### config.mk
export PLATFORM = sky130hd
export DESIGN_NAME = keyboard_display_port_core_flat
export DESIGN_NICKNAME = d
export VERILOG_FILES = /design/src/design/kdp_pkg.sv /design/src/design/kdp_if.sv /design/src/design/kdp_key_filter.sv /design/src/design/keyboard_display_port_core.sv /design/src/flat_wrapper.sv
export SDC_FILE = /design/constraint.sdc
export NUM_CORES = 1
export LEC_CHECK = 0
export ABC_CLOCK_PERIOD_IN_PS = 3370
export BUFFER_PORTS_ARGS = -buffer_cell sky130_fd_sc_hd__buf_2
export CORE_MARGIN = 1
export CORE_UTILIZATION = 33
export DETAILED_ROUTE_END_ITERATION = 8
export PLACE_DENSITY = 0.62
export SETUP_SLACK_MARGIN = 0.05
export SLEW_MARGIN = 30
export SYNTH_ARGS = -nofsm -noshare
export SYNTH_HDL_FRONTEND = slang
export SYNTH_SLANG_ARGS = --single-unit
### constraint.sdc
create_clock -name i_clk -period 3.37 [get_ports i_clk]
set_clock_uncertainty 0.15 [all_clocks]
set_input_delay 0.1685 -clock i_clk [delete_from_list [all_inputs] [get_ports i_clk]]
set_output_delay 0.1685 -clock i_clk [all_outputs]
set_load 0.005 [all_outputs]
### src/design/kdp_pkg.sv
// Shared types and constants for the keyboard and display port.
package kdp_pkg;

    // Item kinds carried in the mode field
    typedef enum logic [1:0] {
        MODE_BUS_READ  = 2'd0,
        MODE_BUS_WRITE = 2'd1,
        MODE_KEY_SCAN  = 2'd2,
        MODE_DISP_POLL = 2'd3
    } t_mode;

    // Register map of the port
    typedef enum logic [1:0] {
        REG_KEY_DATA  = 2'd0,
        REG_KEY_CTRL  = 2'd1,
        REG_DISP_DATA = 2'd2,
        REG_DISP_CTRL = 2'd3
    } t_reg_idx;

    localparam int unsigned STROBE_BIT = 7;
    localparam logic [7:0]  KEY_STROBE = 8'h80;
    localparam logic [6:0]  CHAR_CR    = 7'h0D;
    localparam logic [6:0]  CHAR_SPACE = 7'h20;
    localparam logic [6:0]  CHAR_LAST  = 7'h5F;
    localparam logic [6:0]  CHAR_UNDER = 7'h5F;
    localparam logic [6:0]  CASE_GAP   = 7'h20;

    // Input word
    typedef struct packed {
        t_mode      mode;
        t_reg_idx   reg_index;
        logic [7:0] write_data;
        logic [7:0] key_code;
    } t_in_word;

    // Result word
    typedef struct packed {
        logic [7:0] read_data;
        logic       char_valid;
        logic [6:0] char_code;
    } t_out_word;

    // Filtered host key
    typedef struct packed {
        logic       hit;
        logic [6:0] code;
    } t_key_hit;

endpackage

### src/design/kdp_if.sv
// Valid/ready channel interfaces for the input and result words.
interface kdp_in_if;
    logic              valid;
    logic              ready;
    kdp_pkg::t_in_word data;

    modport source (output valid, output data, input ready);
    modport sink   (input valid, input data, output ready);
endinterface

interface kdp_out_if;
    logic               valid;
    logic               ready;
    kdp_pkg::t_out_word data;

    modport source (output valid, output data, input ready);
    modport sink   (input valid, input data, output ready);
endinterface

### src/design/kdp_key_filter.sv
// Host key filter: folds case, maps DEL to underscore, rejects unsupported codes.
module kdp_key_filter (
    input  logic              [7:0] i_key_code,
    output kdp_pkg::t_key_hit       o_key
);

    always_comb begin
        o_key = '0;
        if (i_key_code inside {[8'h61:8'h7A]}) begin
            // lower case to upper case
            o_key.hit  = 1'b1;
            o_key.code = i_key_code[6:0] - kdp_pkg::CASE_GAP;
        end else if (i_key_code == 8'h7F) begin
            o_key.hit  = 1'b1;
            o_key.code = kdp_pkg::CHAR_UNDER;
        end else if (i_key_code inside {[8'h41:8'h5A], [8'h20:8'h40], 8'h5E, 8'h0D}) begin
            o_key.hit  = 1'b1;
            o_key.code = i_key_code[6:0];
        end
    end

endmodule

### src/design/keyboard_display_port_core.sv
// Keyboard and display port: four registers, bus access, key scan and display poll.
//
//   channel  direction  payload                                 handshake
//   i_req    in         mode, reg_index, write_data, key_code   valid/ready
//   o_rsp    out        read_data, char_valid, char_code         valid/ready
//
// One word in per cycle; its result is in the output register the next cycle.
// Rate is one word per cycle, set by the single output register: a new word is
// taken while that register is empty or is being emptied in the same cycle.
// Synchronous active-low reset clears the four port registers and the output
// valid; i_req.ready stays low while reset is held.
module keyboard_display_port_core (
    input logic       i_clk,
    input logic       i_rst_n,
    kdp_in_if.sink    i_req,
    kdp_out_if.source o_rsp
);

    logic [7:0]         r_key_data, n_key_data;
    logic [7:0]         r_key_ctrl, n_key_ctrl;
    logic [7:0]         r_disp_data, n_disp_data;
    logic [7:0]         r_disp_ctrl, n_disp_ctrl;
    logic               r_out_valid;
    kdp_pkg::t_out_word r_out, n_out;
    logic               accept;
    kdp_pkg::t_key_hit  key;
    logic [6:0]         disp_char;

    // Ready whenever the output register is free or draining
    assign i_req.ready = i_rst_n && (!r_out_valid || o_rsp.ready);
    assign accept      = i_req.valid && i_req.ready;

    kdp_key_filter u_key_filter (
        .i_key_code (i_req.data.key_code),
        .o_key      (key)
    );

    assign disp_char = r_disp_data[6:0];

    // Register update and result for the accepted word
    always_comb begin
        n_key_data  = r_key_data;
        n_key_ctrl  = r_key_ctrl;
        n_disp_data = r_disp_data;
        n_disp_ctrl = r_disp_ctrl;
        n_out       = '0;
        if (accept) begin
            case (i_req.data.mode)
                kdp_pkg::MODE_BUS_READ: begin
                    case (i_req.data.reg_index)
                        kdp_pkg::REG_KEY_DATA: begin
                            n_out.read_data = r_key_data;
                            n_key_ctrl      = '0;   // reading the key drops the strobe
                        end
                        kdp_pkg::REG_KEY_CTRL:  n_out.read_data = r_key_ctrl;
                        kdp_pkg::REG_DISP_DATA: n_out.read_data = r_disp_data;
                        default:                n_out.read_data = r_disp_ctrl;
                    endcase
                end
                kdp_pkg::MODE_BUS_WRITE: begin
                    case (i_req.data.reg_index)
                        kdp_pkg::REG_KEY_DATA:  n_key_data  = i_req.data.write_data;
                        kdp_pkg::REG_KEY_CTRL:  n_key_ctrl  = i_req.data.write_data;
                        kdp_pkg::REG_DISP_DATA: n_disp_data = i_req.data.write_data;
                        default:                n_disp_ctrl = i_req.data.write_data;
                    endcase
                end
                kdp_pkg::MODE_KEY_SCAN: begin
                    // latch a key only when none is pending
                    if (key.hit) begin
                        if (!r_key_ctrl[kdp_pkg::STROBE_BIT]) begin
                            n_key_ctrl = kdp_pkg::KEY_STROBE;
                            n_key_data = {1'b1, key.code};
                        end
                    end else if (r_key_ctrl[kdp_pkg::STROBE_BIT]) begin
                        n_key_ctrl = '0;
                    end
                end
                default: begin
                    // display poll: CR or 0x20..0x5F is printable
                    if (disp_char == kdp_pkg::CHAR_CR ||
                        (disp_char >= kdp_pkg::CHAR_SPACE && disp_char <= kdp_pkg::CHAR_LAST)) begin
                        n_out.char_valid = 1'b1;
                        n_out.char_code  = disp_char;
                    end
                    n_disp_data = '0;
                end
            endcase
        end
    end

    // Port registers
    always_ff @(posedge i_clk) begin
        if (!i_rst_n) begin
            r_key_data  <= '0;
            r_key_ctrl  <= '0;
            r_disp_data <= '0;
            r_disp_ctrl <= '0;
        end else begin
            r_key_data  <= n_key_data;
            r_key_ctrl  <= n_key_ctrl;
            r_disp_data <= n_disp_data;
            r_disp_ctrl <= n_disp_ctrl;
        end
    end

    // Output register
    always_ff @(posedge i_clk) begin
        if (!i_rst_n) begin
            r_out_valid <= 1'b0;
        end else if (accept) begin
            r_out_valid <= 1'b1;
        end else if (o_rsp.ready) begin
            r_out_valid <= 1'b0;
        end
    end

    always_ff @(posedge i_clk) begin
        if (accept) begin
            r_out <= n_out;
        end
    end

    assign o_rsp.valid = r_out_valid;
    assign o_rsp.data  = r_out;

endmodule

### src/flat_wrapper.sv
// flat-port wrapper written by rule: the top's interface ports become plain ports
module keyboard_display_port_core_flat 
  (i_clk, i_rst_n, i_req_valid, i_req_data, i_req_ready, o_rsp_valid, o_rsp_data, o_rsp_ready);
  kdp_in_if i_req_i ();
  kdp_out_if o_rsp_i ();
  input logic i_clk;
  input logic i_rst_n;
  input wire logic [$bits(i_req_i.valid)-1:0] i_req_valid;
  input wire logic [$bits(i_req_i.data)-1:0] i_req_data;
  output wire logic [$bits(i_req_i.ready)-1:0] i_req_ready;
  output wire logic [$bits(o_rsp_i.valid)-1:0] o_rsp_valid;
  output wire logic [$bits(o_rsp_i.data)-1:0] o_rsp_data;
  input wire logic [$bits(o_rsp_i.ready)-1:0] o_rsp_ready;
  assign i_req_i.valid = i_req_valid;
  assign i_req_i.data = i_req_data;
  assign i_req_ready = i_req_i.ready;
  assign o_rsp_valid = o_rsp_i.valid;
  assign o_rsp_data = o_rsp_i.data;
  assign o_rsp_i.ready = o_rsp_ready;
  keyboard_display_port_core u_core (.i_clk(i_clk), .i_rst_n(i_rst_n), .i_req(i_req_i), .o_rsp(o_rsp_i));
endmodule
Yosys cells after proc, flatten, opt, wreduce, memory -nomap -nowiden
Cells that the tools add are included.

word-level totals
  input port bits = 24
  bits in registers = 49

operators by class
  multiplexer cells = 19
  reductions and logical operators = 24
  equal/unequal tests = 16
  bitwise operators = 3
  add/sub/neg operators = 1
  order comparisons = 8

operators by type and width
  kind                                                 number
  two-way mux 8 bit                                    11
  one-hot mux 8 bit (3 select lines)                   2
  one-hot mux 8 bit (2 select lines)                   2
  <= comparator 8 x 7 -> 1 bit, second input constant  3
  == test 8 x 7 -> 1 bit, second input constant        2
  >= comparator 8 x 7 -> 1 bit, second input constant  2
  two-way mux 7 bit                                    2
  inequality test 2 bit, second input constant         5
  == test 8 x 4 -> 1 bit, second input constant        1
  >= comparator 8 x 6 -> 1 bit, second input constant  1
  == test 7 x 4 -> 1 bit, second input constant        1
  >= comparator 7 x 6 -> 1 bit, second input constant  1
  <= comparator 7 bit, second input constant           1
  subtractor 7 x 6 -> 7 bit, second input constant     1
  logical AND 1 bit                                    6
  AND reduction 3 bit                                  2
  AND reduction 6 bit                                  1
  OR reduction 3 bit                                   2
  AND reduction 5 bit                                  1
  == test 2 x 1 -> 1 bit, second input constant        2
  == test 2 bit, second input constant                 2
  zero test 2 bit                                      2
  AND reduction 4 bit                                  1
  nonzero test 2 bit                                   2
  11 further kinds                                     15

Longest topological paths before layout
  depth in word-level cells = 9
  gate-level depth with buffers = 9

By module
A second synthesis with hierarchy kept.

second synthesis, totals
  cell total of the unflattened synthesis = 248
  area total of the unflattened synthesis = 2720.1 um^2

modules (own cells, without submodules)
  module                      cells each  times used  sequential area each (um^2)  area an instance (um^2)
  keyboard_display_port_core  202         1           1141.1                       2352.3
  kdp_key_filter              46          1           0.0                          367.9

Least setup slack after synthesis
OpenSTA, ideal clock, no wires.

  path kind = input -> register
  from = input port i_req_data[6]
  to = register u_core.r_key_ctrl[0]
  buffers on the path = 1
  data arrival time = 1.919 ns
  setup slack = 1.179 ns
  library setup time = 0.122 ns
  data required time = 3.098 ns
  cell stages on the path = 8
  cells stage by stage = clkbuf_1 inv_1 ha_1 a311oi_1 a311oi_4 o211ai_2 nand3_4 a221o_1

between the ends
  word-level cells in the longest chain between the ends = 8
  elaborated cells between the ends (all ways) = 21

ends and longest elaborated chain
  item                                                                                        line                               text
  start: declaration                                                                          flat_wrapper.sv:9                  input wire logic [$bits(i_req_i.data)-1:0] i_req_data;
  >= comparator 8 x 7 -> 1 bit, or another cell as far along                                  kdp_key_filter.sv:16               end else if (i_key_code inside {[8'h41:8'h5A], [8'h20:8'h40], 8'h5E, 8'h0D}) begin
  logical AND 1 bit                                                                           kdp_key_filter.sv:16
  nonzero test 4 bit                                                                          kdp_key_filter.sv:16
  two-way mux 8 bit                                                                           kdp_key_filter.sv:16
  two-way mux 8 bit                                                                           kdp_key_filter.sv:13               end else if (i_key_code == 8'h7F) begin
  two-way mux 8 bit *                                                                         kdp_key_filter.sv:9                if (i_key_code inside {[8'h61:8'h7A]}) begin
  inequality test 3 bit (no line), or another cell as far along                               --
  AND reduction 6 bit (no line) / one-hot mux 8 bit (3 select lines) (equally long branches)  --
  end signal: assignment                                                                      keyboard_display_port_core.sv:101  r_key_ctrl <= n_key_ctrl;
  end: declaration                                                                            keyboard_display_port_core.sv:20   logic [7:0] r_key_ctrl, n_key_ctrl;

Every way passes the cells marked *; elsewhere a longest branch is shown, timed or not.
A chain may end at the register's enable or synchronous reset.

Worst setup path in the final report
  from = input port i_req_valid
  to = register u_core.r_key_ctrl[4]

between the ends
  word-level cells in the longest chain between the ends = 2

ends and longest elaborated chain
  item                           line                              text
  start: declaration             flat_wrapper.sv:8                 input wire logic [$bits(i_req_i.valid)-1:0] i_req_valid;
  logical AND 1 bit              keyboard_display_port_core.sv:31  assign accept = i_req.valid && i_req.ready;
  AND reduction 6 bit (no line)  --

Every way passes these cells.

==> results.cfg <==
[floorplan]
rows = 32
io_pins = 42
die_w_um = 91.06
core_region_area_um2 = 7687
start_util_pct = 34.05
die_h_um = 91.06
die_area_um2 = 8292

[setup_path]
crit_fanout = 7
path_class = input pin to flop
cp.arrival_ns = 2.45
end_kind = flop
required_ns = 3.46
cp-start-kind = input pin

[grt]
grt_pass1_wl_um = 9446
grt_remaining_overflow = 0
grt_max_degree = 38
met1_usage_pct = 19.68
antenna_found_initial = 0
grt_pass1_vias = 1922
grt_usage_pct = 14.53
grt-busiest-layer = met2
use_met2_pct = 23.42
gr-usage-met3_pct = 2.261

[logic_synthesis]
synth_most_common_cell = dfxtp_1
yosysWarnings = 0
synth-edff-count = 16
synth_top_area_share_pct = 25.24
synth_commonest_cells = dfxtp_1, and2_1, nand2_1
synth_top_area_cell = dfxtp_1
synth.area.top_cells = dfxtp_1, edfxtp_1, mux4_2
syn-cell-area_um2 = 2618
syn_inst = 253
synth-main-ff-cell = dfxtp_1
yosysSeqAreaShare_pct = 43.59
ys_ff_latch = 49
syn_area_per_cell_um2 = 10.35
ys_async_sr_fraction_pct = 0
ys_types = 47
synth_nets = 284

[final_layout]
diodes = 0
layout.cells.non_filler = 398
multi_input_area_um2 = 1381
nets = 326
area_delta_synth_final_pct = 16.59
drive_gt1_share_pct = 22.64
fillers = 790
regArea_um2 = 1141

[cts]
clockBufferDepth = 2
cts_made_buffers = 5
postCtsHoldBufs = 5
postCtsSetupRepairBufs = 0
cts_root_buf = clkbuf_8
cts_tree = built
cts_sinks = 49
cts.repair.resized = 0
clock_latency_ns = 0.30
cts_max_level = 2
clk_pin_slew_worst_paths_ns = 0.09

[place]
gp_congestion = 0.8119
io_buffers = 41
hpwlAfterDp_um = 4276
dp.cells = 385

[routing]
wl_per_cell_um = 14.39
viasPerCell = 5.010
final_antenna_net_count = 0
drc = 0
finalWirelength_um = 5728
dr.first_iter.drc_count = 112
num_vias = 1994
dr.pass1.iters = 4

[power_and_ir_drop]
p_leak_nw = 1.201
combPwrFrac_pct = 13.8
p_int_mw = 0.8380
power.total_mw = 1.129
seq_power_share_pct = 56.4
peakVddDrop_mv = 0.1341
p_sw_share_pct = 25.75
power.density_nw_per_um2 = 369.8
clkPwrFrac_pct = 29.7
p_sw_mw = 0.2906

[job]
drv_cap = 0

[status]
status = complete, no violations

[sta]
grt_setup_unrepaired = no
finalHoldViolations = 0
slew_headroom_pct = 38.62
tns_ns = 0
setup_viol = 0
fin_crit_ns = 2.359
max_freq_mhz = 423.9
maxSlewViolCount = 0
tightest_slew_ns = 0.9136
fin_crit_sh_pct = 70.00

[min_path]
min_path_type = input pin to flop
[power by group through the flow]
stage	Clock, mW	Combinational, mW	Sequential (mW)
2_1_floorplan	0	0.0968	0.648
3_3_place_gp	0	0.151	0.650
3_5_place_dp	0	0.153	0.650
4_1_cts	0.347	0.157	0.637
5_1_grt	0.370	0.172	0.639
6_report	0.335	0.156	0.637
[kinds of logic (layout without fill, tap and decap cells)]
kind of cell             after synthesis  count (layout)  synth area share, %
flip-flops                            49              49                43.59
multiplexers                          23              23                12.62
adder cells (fa/ha/maj)                7               7                3.346
buffers and inverters                 25              68                3.632
AND/OR/NAND/NOR                       98              98                21.32
AO/OA/AOI/OAI                         51              51                15.49
[area by class of cell]
class,instances,area share [%]
multi-input cells,179,45.26
well taps,102,4.182
repair buffers,48,8.856
clock buffers,5,2.255
flip-flops and latches,49,37.39
inverters,12,1.476
clock inverters,3,0.5740
[cells in the final DEF, fill, tap and decap left out, drive strengths merged, types with 9 or more instances in the layout]
cell type and count:
nand2b 11, buf 43, nor2 9, mux2i 15, dfxtp 33, inv 12, nand3 12, and2 21
nand2 21, nor2b 11, edfxtp 16
[state kept, by name, indices dropped and copies added (netlist names)]
register	count
u_core.r_disp_ctrl	8
u_core.r_key_data	8
u_core.o_rsp.valid	1
u_core.r_disp_data	8
u_core.r_key_ctrl	8
u_core.o_rsp.data	16
[worst max-delay path, stage by stage]
cell           delay [ns]
dlygate4sd3_1        0.53
buf_2                0.11
nand3_1              0.18
nor3_1               0.82
nand4_2              0.22
nand3_4              0.23
mux2i_1              0.19
[worst paths after layout]
path	startpoint	endpoint	slack, ns	cells after the start
worst max register to register	u_core.o_rsp.valid	u_core.r_key_ctrl[4]	1.08	6
worst min-delay path	i_req_data[8]	u_core.r_disp_ctrl[0]	0.008	3
worst max-delay path	i_req_valid	u_core.r_key_ctrl[4]	1.01	7
worst min register to register	u_core.r_key_ctrl[6]	u_core.r_key_ctrl[6]	0.32	2
[per-stage QoR]
step                      cell area (um^2)  hold slack, ns  util [%]  setup slack [ns]
after floorplan                       2618          0.1574         -             1.179
after global placement                2915          0.2837     37.92            0.7448
after detailed placement              2915          0.2908     37.92            0.7029
after CTS                             3052        0.007174     39.70             1.023
after global routing                  3052         0.01641     39.70            0.8078
final                                 3052        0.008186     39.70             1.011
[per-layer routing]
layer	vias to the layer above	routed length [um]
li1	1013	-
met1	932	2834
met2	44	2661
met3	5	185
met4	0	47
met5	-	0
No activity file was read; power rests on OpenSTA's default activity.
